## src/hw/rtl/h5rx_pkg.sv

```systemverilog
`default_nettype none

package h5rx_pkg;

	localparam logic [7:0] DELIM    = 8'hC0;
	localparam logic [7:0] ESC      = 8'hDB;
	localparam logic [7:0] ESC_C0   = 8'hDC;
	localparam logic [7:0] ESC_DB   = 8'hDD;
	localparam logic [7:0] ESC_11   = 8'hDE;
	localparam logic [7:0] ESC_13   = 8'hDF;
	localparam logic [7:0] XON      = 8'h11;
	localparam logic [7:0] XOFF     = 8'h13;

	localparam logic [15:0] CRC_POLY = 16'h8408;
	localparam logic [15:0] CRC_INIT = 16'hFFFF;

	localparam logic [3:0] TYPE_MASK = 4'hF;
	localparam logic [2:0] SEQ_MASK  = 3'h7;

	localparam int unsigned HDR_BYTES = 4;
	localparam int unsigned CRC_BYTES = 2;
	localparam int unsigned MAX_OUT   = 28;
	localparam int unsigned LEN_MAX   = 31;
	localparam int unsigned PLEN_W    = 12;
	localparam int unsigned TOTAL_W   = 13;

	typedef enum logic [5:0] {
		ST_IDLE  = 6'b000001,
		ST_SCAN  = 6'b000010,
		ST_CHK   = 6'b000100,
		ST_ERD   = 6'b001000,
		ST_ELD   = 6'b010000,
		ST_EHOLD = 6'b100000
	} state_t;

	// One byte of the reflected CRC-16-CCITT, least significant bit first.
	function automatic logic [15:0] crc_byte(input logic [15:0] crc_in, input logic [7:0] b);
		logic [15:0] c;
		c = crc_in;
		for (int i = 0; i < 8; i++) begin
			if (c[0] ^ b[i]) begin
				c = (c >> 1) ^ CRC_POLY;
			end else begin
				c = c >> 1;
			end
		end
		return c;
	endfunction

	function automatic logic [15:0] rev16(input logic [15:0] v);
		logic [15:0] r;
		for (int i = 0; i < 16; i++) begin
			r[i] = v[15 - i];
		end
		return r;
	endfunction

endpackage

`default_nettype wire

```

## src/hw/rtl/three_wire_uart_rx_deframer_unit.sv

```systemverilog
// Receive deframer for a three-wire UART link with SLIP-style framing.
// Raw bytes enter on the rx channel (rx_valid, rx_stall, rx_byte); one word is
// one received byte. Each decoded frame leaves on the res channel (res_valid,
// res_stall and the result fields) as one word per payload byte, or a single
// word when the payload is empty, with last set on the final word.
// Ordinary bytes are taken one per cycle while rx_stall is low and written
// straight into the frame buffer. The closing delimiter starts a check pass that
// reads the buffer one byte per cycle through its single read port, feeding the
// CRC unit, during which rx_stall is high. A valid frame then loads each word
// in ST_ELD (the first after ST_ERD) and offers it in ST_EHOLD until it is
// taken, before the next word is loaded; rx_stall stays high until the last word is taken.
// A stalled word holds its value until it is taken. Invalid frames give no
// word and the block returns to taking bytes straight after the check.
// Reset clears the framing state and the sequencer; the buffer needs no
// clearing, since only bytes written in the current frame are ever read.
`default_nettype none

module three_wire_uart_rx_deframer_unit #(
	parameter int unsigned BUFFER_BYTES = 32
) (
	input  wire logic       clk,
	input  wire logic       arst_n,
	input  wire logic       rx_valid,
	output logic            rx_stall,
	input  wire logic [7:0] rx_byte,
	output logic            res_valid,
	input  wire logic       res_stall,
	output logic [3:0]      packet_type,
	output logic [2:0]      seq_number,
	output logic            is_reliable,
	output logic            crc_present,
	output logic [4:0]      payload_len,
	output logic [7:0]      payload_byte,
	output logic [4:0]      byte_pos,
	output logic            last
);

	localparam int unsigned AW = $clog2(BUFFER_BYTES);
	localparam int unsigned CW = $clog2(BUFFER_BYTES + 1);

	h5rx_pkg::state_t state_q;

	logic [CW-1:0] fill_q;
	logic          in_frame_q;
	logic          esc_q;

	logic [7:0]    mem [BUFFER_BYTES];
	logic [7:0]    rdata_q;
	logic [AW-1:0] rd_addr;
	logic          wr_en;
	logic [7:0]    wr_data;

	logic [CW-1:0] scan_q;
	logic          vld_s1;
	logic [CW-1:0] idx_s1;

	logic [7:0]    h0_q, h1_q, h2_q, h3_q;
	logic [15:0]   crc_q;
	logic [7:0]    got_hi_q, got_lo_q;

	logic          has_crc_q;
	logic [4:0]    plen_sat_q;
	logic [4:0]    cnt_q;
	logic          empty_q;
	logic [4:0]    e_q;

	logic          rx_acc, res_acc;
	logic [CW-1:0] fill_m2;
	logic [7:0]    hsum;
	logic [h5rx_pkg::PLEN_W-1:0]  plen;
	logic [h5rx_pkg::TOTAL_W-1:0] total;
	logic          frame_ok;
	logic [4:0]    e_rd;
	logic [6:0]    e_addr;

	assign rx_stall  = (state_q != h5rx_pkg::ST_IDLE);
	assign rx_acc    = rx_valid && !rx_stall;
	assign res_valid = (state_q == h5rx_pkg::ST_EHOLD);
	assign res_acc   = res_valid && !res_stall;

	assign packet_type = h1_q[3:0] & h5rx_pkg::TYPE_MASK;
	assign seq_number  = h0_q[2:0] & h5rx_pkg::SEQ_MASK;
	assign is_reliable = h0_q[7];
	assign crc_present = has_crc_q;
	assign payload_len = plen_sat_q;

	// Byte-level unstuffing of an accepted word; decides what goes into the buffer.
	always_comb begin
		wr_en   = 1'b0;
		wr_data = rx_byte;
		if (rx_acc && rx_byte != h5rx_pkg::DELIM && in_frame_q
		    && fill_q < CW'(BUFFER_BYTES)) begin
			if (esc_q) begin
				unique case (rx_byte)
					h5rx_pkg::ESC_C0: begin wr_en = 1'b1; wr_data = h5rx_pkg::DELIM; end
					h5rx_pkg::ESC_DB: begin wr_en = 1'b1; wr_data = h5rx_pkg::ESC; end
					h5rx_pkg::ESC_11: begin wr_en = 1'b1; wr_data = h5rx_pkg::XON; end
					h5rx_pkg::ESC_13: begin wr_en = 1'b1; wr_data = h5rx_pkg::XOFF; end
					default: begin wr_en = 1'b0; end
				endcase
			end else if (rx_byte != h5rx_pkg::ESC) begin
				wr_en = 1'b1;
			end
		end
	end

	assign e_rd   = (state_q == h5rx_pkg::ST_EHOLD) ? (e_q + 5'd1) : e_q;
	assign e_addr = 7'(e_rd) + 7'(h5rx_pkg::HDR_BYTES);
	assign rd_addr = (state_q == h5rx_pkg::ST_SCAN) ? scan_q[AW-1:0] : e_addr[AW-1:0];

	always_ff @(posedge clk) begin
		if (wr_en) begin
			mem[fill_q[AW-1:0]] <= wr_data;
		end
		rdata_q <= mem[rd_addr];
	end

	// Frame check on the values gathered by the scan.
	assign fill_m2 = fill_q - CW'(2);
	assign hsum    = h0_q + h1_q + h2_q;
	assign plen    = {h2_q, h1_q[7:4]};
	assign total   = h5rx_pkg::TOTAL_W'(plen) + h5rx_pkg::TOTAL_W'(h5rx_pkg::HDR_BYTES)
	               + (h0_q[6] ? h5rx_pkg::TOTAL_W'(h5rx_pkg::CRC_BYTES) : '0);
	assign frame_ok = (~hsum == h3_q) && (total == h5rx_pkg::TOTAL_W'(fill_q))
	               && (!h0_q[6] || {got_hi_q, got_lo_q} == h5rx_pkg::rev16(crc_q));

	// Data returned by the scan: header bytes, CRC input and the trailing CRC.
	always_ff @(posedge clk) begin
		if (state_q == h5rx_pkg::ST_IDLE) begin
			crc_q <= h5rx_pkg::CRC_INIT;
		end else if (vld_s1) begin
			if (idx_s1 == CW'(0)) h0_q <= rdata_q;
			if (idx_s1 == CW'(1)) h1_q <= rdata_q;
			if (idx_s1 == CW'(2)) h2_q <= rdata_q;
			if (idx_s1 == CW'(3)) h3_q <= rdata_q;
			if (idx_s1 < fill_m2) crc_q <= h5rx_pkg::crc_byte(crc_q, rdata_q);
			if (idx_s1 == fill_m2) got_hi_q <= rdata_q;
			if (idx_s1 == fill_q - CW'(1)) got_lo_q <= rdata_q;
		end
	end

	always_ff @(posedge clk) begin
		if (state_q == h5rx_pkg::ST_CHK) begin
			has_crc_q  <= h0_q[6];
			empty_q    <= (plen == '0);
			plen_sat_q <= (plen > h5rx_pkg::PLEN_W'(h5rx_pkg::LEN_MAX))
			              ? 5'(h5rx_pkg::LEN_MAX) : plen[4:0];
			if (plen == '0) begin
				cnt_q <= 5'd1;
			end else if (plen > h5rx_pkg::PLEN_W'(h5rx_pkg::MAX_OUT)) begin
				cnt_q <= 5'(h5rx_pkg::MAX_OUT);
			end else begin
				cnt_q <= plen[4:0];
			end
		end
		if (state_q == h5rx_pkg::ST_ELD) begin
			payload_byte <= empty_q ? 8'd0 : rdata_q;
			byte_pos     <= empty_q ? 5'd0 : e_q;
			last         <= (e_q + 5'd1 == cnt_q);
		end
		idx_s1 <= scan_q;
	end

	always_ff @(posedge clk or negedge arst_n) begin
		if (!arst_n) begin
			state_q    <= h5rx_pkg::ST_IDLE;
			fill_q     <= '0;
			in_frame_q <= 1'b0;
			esc_q      <= 1'b0;
			scan_q     <= '0;
			vld_s1     <= 1'b0;
			e_q        <= '0;
		end else begin
			vld_s1 <= (state_q == h5rx_pkg::ST_SCAN) && (scan_q != fill_q);
			unique case (state_q)
				h5rx_pkg::ST_IDLE: begin
					scan_q <= '0;
					e_q    <= '0;
					if (rx_acc) begin
						if (rx_byte == h5rx_pkg::DELIM) begin
							esc_q <= 1'b0;
							if (!in_frame_q) begin
								in_frame_q <= 1'b1;
								fill_q     <= '0;
							end else begin
								// Closing delimiter; fill_q is kept for the check.
								in_frame_q <= 1'b0;
								if (fill_q >= CW'(h5rx_pkg::HDR_BYTES)) begin
									state_q <= h5rx_pkg::ST_SCAN;
								end
							end
						end else if (in_frame_q && fill_q < CW'(BUFFER_BYTES)) begin
							if (esc_q) begin
								if (wr_en) begin
									esc_q  <= 1'b0;
									fill_q <= fill_q + CW'(1);
								end else begin
									in_frame_q <= 1'b0;
									esc_q      <= 1'b0;
									fill_q     <= '0;
								end
							end else if (rx_byte == h5rx_pkg::ESC) begin
								esc_q <= 1'b1;
							end else begin
								fill_q <= fill_q + CW'(1);
							end
						end
					end
				end
				h5rx_pkg::ST_SCAN: begin
					if (scan_q != fill_q) begin
						scan_q <= scan_q + CW'(1);
					end else begin
						state_q <= h5rx_pkg::ST_CHK;
					end
				end
				h5rx_pkg::ST_CHK: begin
					state_q <= frame_ok ? h5rx_pkg::ST_ERD : h5rx_pkg::ST_IDLE;
				end
				h5rx_pkg::ST_ERD: begin
					state_q <= h5rx_pkg::ST_ELD;
				end
				h5rx_pkg::ST_ELD: begin
					state_q <= h5rx_pkg::ST_EHOLD;
				end
				h5rx_pkg::ST_EHOLD: begin
					if (res_acc) begin
						if (last) begin
							state_q <= h5rx_pkg::ST_IDLE;
						end else begin
							e_q     <= e_q + 5'd1;
							state_q <= h5rx_pkg::ST_ELD;
						end
					end
				end
				default: begin
					state_q <= h5rx_pkg::ST_IDLE;
				end
			endcase
		end
	end

endmodule

`default_nettype wire
```

## config.mk

```make
export PLATFORM = sky130hd
export DESIGN_NAME = three_wire_uart_rx_deframer_unit
export DESIGN_NICKNAME = d
export VERILOG_FILES = /design/src/hw/rtl/h5rx_pkg.sv /design/src/hw/rtl/three_wire_uart_rx_deframer_unit.sv
export SDC_FILE = /design/constraint.sdc
export NUM_CORES = 1
export LEC_CHECK = 0
export ABC_AREA = 1
export BUFFER_PORTS_ARGS = -buffer_cell sky130_fd_sc_hd__buf_2
export CELL_PAD_IN_SITES_DETAIL_PLACEMENT = 0
export CELL_PAD_IN_SITES_GLOBAL_PLACEMENT = 1
export CORE_UTILIZATION = 54
export DETAILED_ROUTE_END_ITERATION = 12
export MAX_ROUTING_LAYER = met4
export PLACE_DENSITY_LB_ADDON = 0.1
export SLEW_MARGIN = 20
export SYNTH_ARGS = -nofsm -noshare
export SYNTH_HDL_FRONTEND = slang
export SYNTH_SLANG_ARGS = --single-unit
```

## constraint.sdc

```tcl
create_clock -name clk -period 4.2 [get_ports clk]
set_input_delay 0.84 -clock clk [delete_from_list [all_inputs] [get_ports clk]]
set_output_delay 0.84 -clock clk [all_outputs]
set_load 0.01 [all_outputs]
```

==> metrics.cfg <==
[status]
status = finished, final reports clean

[sta]
slew_headroom_pct = 25.9
holdWs_ns = 0.322
fin_skew_ns = 0.0175
tightest_slew_ns = 1.10
fin_tns_setup_ns = 0
period_minus_slack_ns = 3.30
maxSlewViolCount = 0
rsz0062_at_grt = false
hold_viol = 0
finalSetupViolCount = 0
max_freq_ghz = 0.303
final.setup.worst_slack_ns = 0.903
timing.final.crit_share_pct = 78.5

[place]
hpwl_mm = 27.4
place.gp.congestion = 0.954
portBuffers = 41
dp_slack_ns = 0.842
placedCellCount = 2145

[yosys]
yosysMostFrequentCell = nand2_1
yosys_warnings = 0
synth_cell_types = 46
ys_ff_latch = 386
synth.top_cell.area_share_pct = 56.3
synth_edf_count = 330
synth-main-ff-cell = edfxtp_1
avgSynthCellArea_um2 = 10.3
synthTopCellsByCount = 469 x nand2_1, 330 x edfxtp_1, 258 x nand3_1
netlist_area_mm2 = 0.0176
synthArstFlopShare_pct = 6.74
synth_top_area_cell = edfxtp_1
synth_top_cells_by_area = edfxtp_1 56%, nand2_1 10%, nand3_1 7.3%
synth_cells = 1711
synth-seq-area-share_pct = 63.4
synth_fp_nets = 1757

[floorplanning]
num_rows = 65
coreArea_mm2 = 0.0318
num_io_pins = 42
die_h_um = 183
die_x_um = 183
dieArea_mm2 = 0.0333
start_util_pct = 55.3

[routing]
vias = 11965
routed_wl_mm = 41.3
ant_nets = 0
wl_per_cell_um = 18.6
drt-vias-per-instance = 5.39
drt_first_pass_iters = 5
drc = 0
drt_iter0_drc = 977

[critical_path]
end_kind = flip-flop
required_ns = 4.11
path_cells = nor2_4, nand4_1, inv_1, buf_4, nand2_1, nor3_2, nand4_1, nand2_1, clkinv_1
regToRegStartpoint = state_q[4]
worstReg2RegEnd = mem[12][7]
worst_ep_arrival_time_ns = 3.21
worst-r2r-cell-count = 9
path_class = reg2reg
critPathMaxFanout = 32
slowest_delay_ns = 0.85
rrSetupSlack_ns = 0.90
cp_slowest_cell = clkinv_1
cp-start-kind = flip-flop

[clock_tree]
post_cts_buffers = 0
root_buffer = clkbuf_16
ctsHoldBuffers = 0
cts_tree = yes
numCtsBuffers = 40
clkLatencyLatePin_ns = 0.54
cts-htree-levels = 2
cts_resized = 0
clk_pin_slew_ns = 0.06
cts_sinks = 386
cts_buffer_depth = 3

[global_route]
grt_first_pass_wirelength_mm = 64.5
grt_pass1_vias = 11499
grt_max_degree = 65
overflow = 0
grt_antenna_before_repair = 0
track_usage_pct = 26.6

[finish]
area_delta_synth_final_pct = 11.1
num_antenna_cells = 0
final_util_pct = 61.5
final_net_count = 1798
fillerInstances = 2671
drive_gt1_share_pct = 8.69
instances_no_fill = 2218
multi_input_area_mm2 = 0.00553
seqCellArea_mm2 = 0.0112

[power_and_ir_drop]
p_int_mw = 7.65
seq_power_share_pct = 40.1
powerDensity_mw_per_mm2 = 605
vdd_ir_drop_max_mv = 0.429
sw_frac_of_total_pct = 35.3
pwr-share-comb_pct = 29.9
pwr-share-clk_pct = 30.1
leakage_nw = 7.62
power.switching_mw = 4.18

[run]
maxCapViolations = 0

[worst_hold_path]
hp-class = in2async

==> layout make-up <==
class                      count  area share (%)
sequential                   386            57.1
multi-input combinational   1116            28.3
clock buffer                  51            5.55
tap                          435            2.78
inverter                     139            2.67
timing repair buffer          69            2.32
clock inverter                22            1.27
==> worst max-delay path by stage <==
stage                    start         end  slack, ns  depth (start not counted)
floorplan           rx_byte[4]   mem[0][3]       1.30                          5
global placement     fill_q[2]    crc_q[7]       0.95                         13
detailed placement  rx_byte[4]  mem[11][0]       0.84                          9
CTS                  fill_q[2]    crc_q[7]       0.91                         13
global route         fill_q[2]    crc_q[7]       0.54                         13
finish              state_q[4]  mem[12][7]       0.90                          9
==> cell usage in the layout (no fill, tap or decap), types with 3 or more instances in the layout <==
master | synthesis | routed
a21oi_1 | 22 | 21
buf_12 | 0 | 3
buf_2 | 29 | 41
buf_4 | 23 | 25
bufinv_16 | 0 | 5
clkbuf_1 | 10 | 9
clkbuf_16 | 0 | 42
clkinv_1 | 1 | 10
clkinv_2 | 0 | 4
clkinvlp_4 | 0 | 3
dfrtp_1 | 25 | 25
dfxtp_1 | 30 | 30
edfxtp_1 | 330 | 330
fa_1 | 8 | 8
ha_1 | 26 | 26
inv_1 | 131 | 130
inv_2 | 7 | 7
nand2_1 | 469 | 467
nand3_1 | 258 | 258
nand3_2 | 3 | 3
nand3b_1 | 6 | 6
nand4_1 | 21 | 21
nor2_1 | 144 | 144
nor2_4 | 4 | 4
nor3_1 | 15 | 13
nor3_2 | 1 | 3
nor3b_1 | 3 | 3
nor4_1 | 6 | 5
o211ai_1 | 4 | 4
o21ai_0 | 44 | 44
o21ai_1 | 6 | 6
o221ai_1 | 4 | 4
o22ai_1 | 5 | 4
xnor2_1 | 25 | 25
xor2_1 | 24 | 24
==> critical path: cells and delay by family, from the launching register on <==
kind / cells / cell delay, ns
buffers and inverters: 3 / 1.15
AND/OR/NAND/NOR: 6 / 1.10
flip-flops: 1 / 0.42
==> state kept, by name, summed over array words and instances (netlist names), 5 cells and up <==
register,count
state_q,6
h1_q,8
mem,256
h0_q,8
got_lo_q,8
crc_q,16
idx_s1,6
cnt_q,5
rdata_q,8
e_q,5
h3_q,8
payload_len,5
fill_q,6
byte_pos,5
payload_byte,8
h2_q,8
scan_q,6
got_hi_q,8
==> power groups by stage <==
stage	Combinational (mW)	Sequential, mW	Clock [mW]
after detailed placement	3.51	4.82	0
after CTS	3.53	4.74	3.61
final	3.53	4.74	3.56
after global placement	3.49	4.81	0
after global routing	3.96	4.77	3.76
after floorplan	2.66	4.63	0
==> kinds of logic (layout without fill, tap and decap cells) <==
family / after synthesis / count (layout) / synth area share (%)
AO/OA/AOI/OAI: 97 / 97 / 3.12
XOR/XNOR: 49 / 49 / 2.44
adder cells (fa/ha/maj): 34 / 34 / 2.76
buffers and inverters: 209 / 281 / 5.37
flip-flops: 386 / 386 / 63.4
AND/OR/NAND/NOR: 936 / 936 / 22.9
==> per-layer routing <==
layer  global-route usage (%)  up-vias  wire [µm]
met5                        -        -          0
met4                     9.28        0       1330
met3                     2.71       75       1870
met2                     44.8      337      20500
met1                     33.8     5664      17600
li1                         -     5889          -
==> metrics by stage <==
step / power [mW] / cell area (µm²)
finish: 11.8 / 19500
global route: 12.5 / 19500
CTS: 11.9 / 19500
detailed placement: 8.33 / 18200
global placement: 8.30 / 18200
floorplan: 7.29 / 17600
Note: power is estimated with default switching activity, not from simulation.
